===== config.mk =====
export PLATFORM = sky130hd
export DESIGN_NAME = parent_set_enumerator_flat
export DESIGN_NICKNAME = d
export VERILOG_FILES = /design/src/pse_pkg.sv /design/src/pse_if.sv /design/src/pse_next.sv /design/src/pse_emit.sv /design/src/parent_set_enumerator.sv /design/src/flat_wrapper.sv
export SDC_FILE = /design/constraint.sdc
export NUM_CORES = 1
export LEC_CHECK = 0
export ABC_AREA = 1
export BUFFER_PORTS_ARGS = -buffer_cell sky130_fd_sc_hd__buf_2
export CAP_MARGIN = 20
export CORE_ASPECT_RATIO = 1.4
export CORE_MARGIN = 2
export CORE_UTILIZATION = 36
export CTS_CLUSTER_SIZE = 8
export DETAILED_ROUTE_END_ITERATION = 10
export GPL_TIMING_DRIVEN = 1
export PLACE_DENSITY_LB_ADDON = 0.1
export SLEW_MARGIN = 40
export SYNTH_ARGS = -nofsm -noshare
export SYNTH_HDL_FRONTEND = slang
export SYNTH_SLANG_ARGS = --single-unit

===== constraint.sdc =====
create_clock -name i_clk -period 8.9 [get_ports i_clk]
set_input_delay 1.78 -clock i_clk [delete_from_list [all_inputs] [get_ports i_clk]]
set_output_delay 1.78 -clock i_clk [all_outputs]
set_load 0.01 [all_outputs]

===== src/pse_pkg.sv =====
// ----------------------------------------------------------------------------
// pse_pkg
// Shared widths, action codes and state types of the parent set enumerator.
// ----------------------------------------------------------------------------
package pse_pkg;

    // Network and candidate limits
    localparam int MAX_NODES   = 32;
    localparam int MAX_PARENTS = 8;

    // Field widths
    localparam int NODE_W = $clog2(MAX_NODES);        // node index
    localparam int MASK_W = MAX_NODES;                // one bit per node
    localparam int CNT_W  = $clog2(MAX_NODES + 1);    // node count
    localparam int SIZE_W = $clog2(MAX_PARENTS + 1);  // parent set size
    localparam int SLOT_W = $clog2(MAX_PARENTS);      // member slot index
    localparam int LIM_W  = 4;                        // parent_limit field
    localparam int CMP_W  = CNT_W + 1;                // index bound arithmetic

    // Action codes
    localparam logic ACT_START   = 1'b0;
    localparam logic ACT_ADVANCE = 1'b1;

    typedef logic [NODE_W-1:0] t_node;

    // Enumeration state: one combination plus the loaded child context
    typedef struct packed {
        logic [CNT_W-1:0]                count;
        t_node                           child;
        logic [MASK_W-1:0]               banned;
        logic [MASK_W-1:0]               retained;
        logic [SIZE_W-1:0]               limit;
        logic [SIZE_W-1:0]               size;
        logic [MAX_PARENTS-1:0][NODE_W-1:0] members;
        logic                            finished;
    } t_enum_state;

    // Flags that go with a new state into the result builder
    typedef struct packed {
        logic allow_keep;
        logic done;
    } t_emit_ctl;

    // One result item
    typedef struct packed {
        t_node             node_out;
        logic [MASK_W-1:0] parent_mask;
        logic [SIZE_W-1:0] set_size;
        logic              keep;
        logic              done_res;
    } t_result;

endpackage


===== src/pse_if.sv =====
// ----------------------------------------------------------------------------
// pse_if
// Handshake channels of the parent set enumerator: items in, results out,
// and the node count write port.
// ----------------------------------------------------------------------------
interface pse_in_if import pse_pkg::*; ();
    logic              valid;
    logic              ready;
    logic              action;
    t_node             child_node;
    logic [MASK_W-1:0] banned_mask;
    logic [MASK_W-1:0] retained_mask;
    logic [LIM_W-1:0]  parent_limit;

    modport source (output valid, action, child_node, banned_mask, retained_mask,
                    parent_limit, input ready);
    modport sink   (input valid, action, child_node, banned_mask, retained_mask,
                    parent_limit, output ready);
endinterface

interface pse_out_if import pse_pkg::*; ();
    logic              valid;
    logic              ready;
    t_node             node_out;
    logic [MASK_W-1:0] parent_mask;
    logic [SIZE_W-1:0] set_size;
    logic              keep;
    logic              done_res;

    modport source (output valid, node_out, parent_mask, set_size, keep, done_res,
                    input ready);
    modport sink   (input valid, node_out, parent_mask, set_size, keep, done_res,
                    output ready);
endinterface

interface pse_cfg_if import pse_pkg::*; ();
    logic             valid;
    logic             ready;
    logic [CNT_W-1:0] data;

    modport source (output valid, data, input ready);
    modport sink   (input valid, data, output ready);
endinterface


===== src/pse_next.sv =====
// ----------------------------------------------------------------------------
// pse_next
// Next enumeration state: load on start, step to the next k-combination
// (or the first combination of the next size) on advance.
// ----------------------------------------------------------------------------
module pse_next import pse_pkg::*; (
    input  t_enum_state       i_state,
    input  logic [CNT_W-1:0]  i_node_count,
    input  logic              i_action,
    input  t_node             i_child_node,
    input  logic [MASK_W-1:0] i_banned_mask,
    input  logic [MASK_W-1:0] i_retained_mask,
    input  logic [LIM_W-1:0]  i_parent_limit,
    output t_enum_state       o_state,
    output t_emit_ctl         o_ctl
);

    logic [CNT_W-1:0]  eff_nodes;
    logic [LIM_W-1:0]  lim_cap;
    logic [CMP_W-1:0]  bound [MAX_PARENTS];
    logic              found;
    logic [SLOT_W-1:0] piv;
    logic [NODE_W-1:0] piv_val;
    logic              last_of_size;
    t_enum_state       nxt;

    // Node count saturated to 1..MAX_NODES; limit capped twice
    always_comb begin
        if (i_node_count == '0) begin
            eff_nodes = CNT_W'(1);
        end else if (i_node_count > CNT_W'(MAX_NODES)) begin
            eff_nodes = CNT_W'(MAX_NODES);
        end else begin
            eff_nodes = i_node_count;
        end
        if (i_parent_limit > LIM_W'(MAX_PARENTS)) begin
            lim_cap = LIM_W'(MAX_PARENTS);
        end else begin
            lim_cap = i_parent_limit;
        end
    end

    // Rightmost slot that can still move up
    always_comb begin
        found = 1'b0;
        piv   = '0;
        for (int p = 0; p < MAX_PARENTS; p++) begin
            bound[p] = CMP_W'(i_state.count) - CMP_W'(i_state.size) + CMP_W'(p);
            if (SIZE_W'(p) < i_state.size && CMP_W'(i_state.members[p]) < bound[p]) begin
                found = 1'b1;
                piv   = SLOT_W'(p);
            end
        end
        piv_val = i_state.members[piv];
    end

    // State update
    always_comb begin
        nxt = i_state;
        if (i_action == ACT_START) begin
            nxt.count    = eff_nodes;
            nxt.child    = i_child_node;
            nxt.banned   = i_banned_mask;
            nxt.retained = i_retained_mask;
            if (CNT_W'(lim_cap) > eff_nodes) begin
                nxt.limit = SIZE_W'(eff_nodes);
            end else begin
                nxt.limit = SIZE_W'(lim_cap);
            end
            nxt.size     = '0;
            nxt.members  = '0;
        end else if (!i_state.finished) begin
            if (found) begin
                // bump the pivot, lay the tail out right after it
                for (int j = 0; j < MAX_PARENTS; j++) begin
                    if (SLOT_W'(j) == piv) begin
                        nxt.members[j] = piv_val + NODE_W'(1);
                    end else if (SLOT_W'(j) > piv && SIZE_W'(j) < i_state.size) begin
                        nxt.members[j] = NODE_W'(CMP_W'(piv_val) + CMP_W'(j)
                                                 - CMP_W'(piv) + CMP_W'(1));
                    end
                end
            end else if (CMP_W'(i_state.size) < CMP_W'(MAX_PARENTS)) begin
                // size exhausted: first combination of the next size
                nxt.size = i_state.size + SIZE_W'(1);
                for (int j = 0; j < MAX_PARENTS; j++) begin
                    nxt.members[j] = NODE_W'(j);
                end
            end
        end
    end

    // Last combination of the new size: members sit at their top positions
    always_comb begin
        last_of_size = 1'b1;
        for (int i = 0; i < MAX_PARENTS; i++) begin
            if (SIZE_W'(i) < nxt.size
                && CMP_W'(nxt.members[i]) != CMP_W'(nxt.count)
                                             - CMP_W'(nxt.size) + CMP_W'(i)) begin
                last_of_size = 1'b0;
            end
        end
    end

    // Flags; a repeat after the end holds the state and forces keep low
    always_comb begin
        if (i_action == ACT_ADVANCE && i_state.finished) begin
            o_ctl.allow_keep = 1'b0;
            o_ctl.done       = 1'b1;
        end else begin
            o_ctl.allow_keep = 1'b1;
            o_ctl.done       = (nxt.size >= nxt.limit) && last_of_size;
        end
        o_state          = nxt;
        o_state.finished = o_ctl.done;
    end

endmodule


===== src/pse_emit.sv =====
// ----------------------------------------------------------------------------
// pse_emit
// Result builder: member indices to parent mask, and the keep test against
// the child, banned and retained masks.
// ----------------------------------------------------------------------------
module pse_emit import pse_pkg::*; (
    input  t_enum_state i_state,
    input  t_emit_ctl   i_ctl,
    output t_result     o_res
);

    logic [MASK_W-1:0] mask;
    logic [MASK_W-1:0] in_range;
    logic [MASK_W-1:0] need;
    logic              self_hit;

    // Decode members and the in-use node range
    always_comb begin
        mask     = '0;
        in_range = '0;
        for (int i = 0; i < MAX_PARENTS; i++) begin
            if (SIZE_W'(i) < i_state.size) begin
                mask[i_state.members[i]] = 1'b1;
            end
        end
        for (int j = 0; j < MASK_W; j++) begin
            in_range[j] = (CMP_W'(j) < CMP_W'(i_state.count));
        end
    end

    assign need     = i_state.retained & in_range;
    assign self_hit = (CMP_W'(i_state.child) < CMP_W'(i_state.count)) && mask[i_state.child];

    // Result fields
    always_comb begin
        o_res.node_out    = i_state.child;
        o_res.parent_mask = mask;
        o_res.set_size    = i_state.size;
        o_res.keep        = i_ctl.allow_keep && !self_hit
                            && ((mask & i_state.banned) == '0)
                            && ((mask & need) == need);
        o_res.done_res    = i_ctl.done;
    end

endmodule


===== src/parent_set_enumerator.sv =====
// ----------------------------------------------------------------------------
// parent_set_enumerator
// Walks candidate parent sets of one child node by size, then in
// lexicographic combination order, flagging each with keep and done.
// ----------------------------------------------------------------------------
//  channel   dir  handshake      payload
//  i_in      in   valid/ready    action, child_node, banned_mask,
//                                retained_mask, parent_limit
//  o_out     out  valid/ready    node_out, parent_mask, set_size, keep, done_res
//  i_cfg     in   valid/ready    data (node_count), ready always high
//
//  One item per cycle while the output register is empty or being drained;
//  each result appears in the cycle after its transfer in. The combination step
//  and the mask decode sit between the state registers and the output register.
//  i_in.ready is high while the output register is empty or being drained.
//  Reset (synchronous, low) restores node_count 32 and an idle enumerator:
//  an advance before any start returns an empty set with done_res high.
// ----------------------------------------------------------------------------
module parent_set_enumerator import pse_pkg::*; (
    input  logic          i_clk,
    input  logic          i_rst_n,
    pse_in_if.sink        i_in,
    pse_out_if.source     o_out,
    pse_cfg_if.sink       i_cfg
);

    logic [CNT_W-1:0] r_node_count;
    t_enum_state      r_state;
    t_enum_state      n_state;
    t_emit_ctl        n_ctl;
    t_result          n_res;
    t_result          r_res;
    logic             r_valid;
    logic             in_xfer;

    // Node count register
    assign i_cfg.ready = 1'b1;

    always_ff @(posedge i_clk) begin
        if (!i_rst_n) begin
            r_node_count <= CNT_W'(MAX_NODES);
        end else if (i_cfg.valid) begin
            r_node_count <= i_cfg.data;
        end
    end

    // Next state and result
    pse_next u_next (
        .i_state        (r_state),
        .i_node_count   (r_node_count),
        .i_action       (i_in.action),
        .i_child_node   (i_in.child_node),
        .i_banned_mask  (i_in.banned_mask),
        .i_retained_mask(i_in.retained_mask),
        .i_parent_limit (i_in.parent_limit),
        .o_state        (n_state),
        .o_ctl          (n_ctl)
    );

    pse_emit u_emit (
        .i_state(n_state),
        .i_ctl  (n_ctl),
        .o_res  (n_res)
    );

    assign i_in.ready = !r_valid || o_out.ready;
    assign in_xfer    = i_in.valid && i_in.ready;

    // Enumeration state
    always_ff @(posedge i_clk) begin
        if (!i_rst_n) begin
            r_state <= '{count: CNT_W'(1), finished: 1'b1, default: '0};
        end else if (in_xfer) begin
            r_state <= n_state;
        end
    end

    // Output register
    always_ff @(posedge i_clk) begin
        if (!i_rst_n) begin
            r_valid <= 1'b0;
        end else if (in_xfer) begin
            r_valid <= 1'b1;
        end else if (o_out.ready) begin
            r_valid <= 1'b0;
        end
    end

    always_ff @(posedge i_clk) begin
        if (in_xfer) begin
            r_res <= n_res;
        end
    end

    assign o_out.valid       = r_valid;
    assign o_out.node_out    = r_res.node_out;
    assign o_out.parent_mask = r_res.parent_mask;
    assign o_out.set_size    = r_res.set_size;
    assign o_out.keep        = r_res.keep;
    assign o_out.done_res    = r_res.done_res;

endmodule


===== src/flat_wrapper.sv =====
// flat-port wrapper written by rule: the top's interface ports become plain ports
module parent_set_enumerator_flat import pse_pkg::*;
  (i_clk, i_rst_n, i_in_valid, i_in_action, i_in_child_node, i_in_banned_mask, i_in_retained_mask, i_in_parent_limit, i_in_ready, o_out_valid, o_out_node_out, o_out_parent_mask, o_out_set_size, o_out_keep, o_out_done_res, o_out_ready, i_cfg_valid, i_cfg_data, i_cfg_ready);
  pse_in_if i_in_i ();
  pse_out_if o_out_i ();
  pse_cfg_if i_cfg_i ();
  input  logic i_clk;
  input  logic i_rst_n;
  input wire logic [$bits(i_in_i.valid)-1:0] i_in_valid;
  input wire logic [$bits(i_in_i.action)-1:0] i_in_action;
  input wire logic [$bits(i_in_i.child_node)-1:0] i_in_child_node;
  input wire logic [$bits(i_in_i.banned_mask)-1:0] i_in_banned_mask;
  input wire logic [$bits(i_in_i.retained_mask)-1:0] i_in_retained_mask;
  input wire logic [$bits(i_in_i.parent_limit)-1:0] i_in_parent_limit;
  output wire logic [$bits(i_in_i.ready)-1:0] i_in_ready;
  output wire logic [$bits(o_out_i.valid)-1:0] o_out_valid;
  output wire logic [$bits(o_out_i.node_out)-1:0] o_out_node_out;
  output wire logic [$bits(o_out_i.parent_mask)-1:0] o_out_parent_mask;
  output wire logic [$bits(o_out_i.set_size)-1:0] o_out_set_size;
  output wire logic [$bits(o_out_i.keep)-1:0] o_out_keep;
  output wire logic [$bits(o_out_i.done_res)-1:0] o_out_done_res;
  input wire logic [$bits(o_out_i.ready)-1:0] o_out_ready;
  input wire logic [$bits(i_cfg_i.valid)-1:0] i_cfg_valid;
  input wire logic [$bits(i_cfg_i.data)-1:0] i_cfg_data;
  output wire logic [$bits(i_cfg_i.ready)-1:0] i_cfg_ready;
  assign i_in_i.valid = i_in_valid;
  assign i_in_i.action = i_in_action;
  assign i_in_i.child_node = i_in_child_node;
  assign i_in_i.banned_mask = i_in_banned_mask;
  assign i_in_i.retained_mask = i_in_retained_mask;
  assign i_in_i.parent_limit = i_in_parent_limit;
  assign i_in_ready = i_in_i.ready;
  assign o_out_valid = o_out_i.valid;
  assign o_out_node_out = o_out_i.node_out;
  assign o_out_parent_mask = o_out_i.parent_mask;
  assign o_out_set_size = o_out_i.set_size;
  assign o_out_keep = o_out_i.keep;
  assign o_out_done_res = o_out_i.done_res;
  assign o_out_i.ready = o_out_ready;
  assign i_cfg_i.valid = i_cfg_valid;
  assign i_cfg_i.data = i_cfg_data;
  assign i_cfg_ready = i_cfg_i.ready;
  parent_set_enumerator u_core (.i_clk(i_clk), .i_rst_n(i_rst_n), .i_in(i_in_i), .o_out(o_out_i), .i_cfg(i_cfg_i));
endmodule

==> qor.yml <==
detailed_routing:
  drt_pass1_iterations: 8
  drt_iter0_drc: 1797
  ant_nets: 0
  drt-total-wl_um: 93700
  routedWlPerCell_um: 26.1
  vias_per_cell: 5.67
  vias: 20373
  drc_errors: 0
floorplan:
  die_width_um: 191
  coreArea_um2: 48800
  ios: 131
  initial_core_util_pct: 36.3
  die_h_um: 266
  rows: 96
  dieArea_um2: 51000
setup_path:
  start_kind: "flip-flop"
  cpMostUsedCell: "nand2_1"
  path_max_fanout: 13
  slowest_delay_ps: 440
  path_class: "reg -> reg"
  cp-end-kind: "flip-flop"
  worstPathRequired_ps: 9230
  crit_slowest_cell: "dfxtp_1"
  regToRegSetupSlack_ps: 530
  arrival_ps: 8700
synthesis:
  ys_warn_count: 0
  synthCells: 2841
  synth_nets: 3026
  async_reset_ff_share_pct: 0
  synth_area_um2: 17700
  synth_seq_cells: 174
  synth_top_flop_cell: "dfxtp_1"
  synth_edf_count: 43
  avgSynthCellArea_um2: 6.23
  synth_cell_type_count: 65
  yosysSeqAreaShare_pct: 22.1
grt:
  grt_pass1_vias: 19482
  grt_max_degree: 97
  grt_pass1_wl_um: 134000
  antenna_found_initial: 6
  grt_use_total_pct: 36.5
  grt-ovfl-total: 0
clocking:
  cts_sinks: 174
  post_cts_buffers: 0
  hold_buffers: 0
  cts-buffers-inserted: 17
  h-tree-depth: 4
  clk_latency_ps: 480
  cts_tree: "built"
  post_cts_resized: 0
  clockBufferDepth: 2
  cts_root_buf: "clkbuf_16"
  cts.clk_slew.worst_paths_ps: 90
timing:
  period_share_pct: 94.1
  fin_skew_ps: 26.9
  max-slew-margin-rel_pct: 42.4
  maxSlewViolCount: 0
  tightest_slew_ps: 858
  fmax_mhz: 119
  finalHoldViolCount: 0
  setup_viol: 0
  period_minus_slack_ps: 8370
power_and_ir_drop:
  power_density_nw_per_um2: 191
  static-leakage-power_uw: 0.00912
  vdd_drop_max_uv: 210
layout:
  synthToLayoutAreaGrowth_pct: 11.9
  utilization_pct: 40.6
  nNetsFinal: 3123
  fillers: 5484
  fin_cells: 3592
  layout-drive-gt1-share_pct: 14.6
min_path:
  hold_class: "reg -> reg"
flow_run:
  max-cap-violations: 0
placed_design:
  io_buffers: 129
  hpwl_um: 75600
  placed_cells: 3555
  gp_congestion: 1.10
outcome:
  outcome: "complete, no violations"
where the power goes:
part / total (uW) / switching, uW / internal [uW] / leakage, uW
registers: 937 / 64.8 / 872 / 0.00152
clock network: 802 / 409 / 393 / 0.000290
logic: 2040 / 1430 / 609 / 0.00730
total: 3780 / 1900 / 1870 / 0.00912
synth_stat cells, drive strengths merged (8+ instances only):
cell type,number,share of area (%)
a211oi,24,1.0
a21oi,211,6.3
a31oi,25,0.88
buf,45,1.7
clkbuf,73,1.5
dfxtp,131,15
edfxtp,43,7.3
fa,9,1.0
ha,91,6.4
inv,361,7.7
mux2i,17,0.96
nand2,627,14
nand3,262,8.0
nand4,88,3.2
nor2,345,8.2
nor3,33,1.2
o211ai,18,0.76
o21ai,299,8.6
o21bai,9,0.40
o22ai,8,0.28
o31ai,10,0.42
or2,10,0.35
xnor2,15,0.74
xor2,43,2.1
layout make-up:
type                       instances  area, um^2  share of cell area, %
multi-input combinational       2181       11900                   60.3
antenna                            4        10.0                 0.0505
clock buffer                      19         454                   2.29
tap                              637         797                   4.02
clock inverter                    13         143                  0.720
timing repair buffer             196        1160                   5.88
inverter                         368        1390                   7.02
sequential                       174        3910                   19.8
worst max-delay path: cells and delay by family (launching register included):
family,cells,cell delay (ps)
AND/OR/NAND/NOR,26,3640
adder cells (fa/ha/maj),6,1830
AO/OA/AOI/OAI,7,1230
buffers and inverters,9,1060
flip-flops,1,440
final timing paths:
| path | depth (start not counted) | end | from |
|---|---|---|---|
| max | 48 | u_core.o_out.keep$_DFFE_PP_ | u_core.r_state[41]$_SDFFE_PN0P_ |
| min | 2 | u_core.r_state[74]$_SDFFE_PN0P_ | u_core.r_state[74]$_SDFFE_PN0P_ |
| max reg2reg | 48 | u_core.o_out.keep$_DFFE_PP_ | u_core.r_state[41]$_SDFFE_PN0P_ |
| min reg2reg | 2 | u_core.r_state[74]$_SDFFE_PN0P_ | u_core.r_state[74]$_SDFFE_PN0P_ |
flip-flops by register name, summed over array words and instances, names as in the netlist:
signal / count
u_core.o_out.set_size: 4
u_core.r_state: 124
u_core.r_node_count: 6
u_core.o_out.node_out: 5
u_core.o_out.done_res: 1
u_core.o_out.valid: 1
u_core.o_out.keep: 1
u_core.o_out.parent_mask: 32
through the flow:
step | setup TNS [ps] | power, uW | area [um^2] | hold WS (ps) | setup WS [ps]
6_report | 0 | 3780 | 19800 | 448 | 528
4_1_cts | 0 | 3740 | 19700 | 451 | 54.0
3_3_place_gp | 0 | 2920 | 19100 | 434 | 287
5_1_grt | -4.69 | 3990 | 19800 | 474 | -4.69
3_5_place_dp | 0 | 2930 | 19100 | 440 | 106
2_1_floorplan | 0 | 2240 | 17700 | 425 | 1580
layout by cell type (no fill, tap or decap), types with 6 or more instances in the layout:
cell	count
inv_2	47
nand3_2	15
or2_2	10
nand2_2	36
a21oi_1	199
clkinv_1	6
a211oi_1	24
nand2_1	580
xor2_1	43
nand3_1	244
nand2_4	10
buf_4	65
buf_2	129
nor3_1	28
mux2i_1	17
o21bai_1	8
o31ai_1	9
o21ai_1	31
inv_1	312
nand4_1	86
a31oi_1	25
xnor2_1	15
a21oi_2	8
nor2_2	31
o21ai_0	261
o211ai_1	18
edfxtp_1	43
nor2_4	12
nor2_1	301
dfxtp_1	131
o22ai_1	8
ha_1	90
clkbuf_16	18
fa_1	9
o21ai_2	7
layer usage:
layer	up-vias	share of wire [%]	global-route usage (%)
met2	873	51	65.6
li1	9679	-	-
met3	271	4.7	3.88
met4	0	9.3	29.9
met5	-	0	0
met1	9550	35	38.1
kinds of logic (layout without fill, tap and decap cells):
family,Yosys count,after routing,share of synthesized area (%)
and+or+nand+nor,1375,1375,35.6
AOI/OAI and AO/OA,630,630,20.0
buffers and inverters,486,596,11.1
DFF,174,174,22.1
adders and majority gates,100,100,7.45
xor gates and xnor gates,58,58,2.87
muxes,17,17,0.961
other,1,5,0.0212
Note: power is estimated with default switching activity, not from simulation.
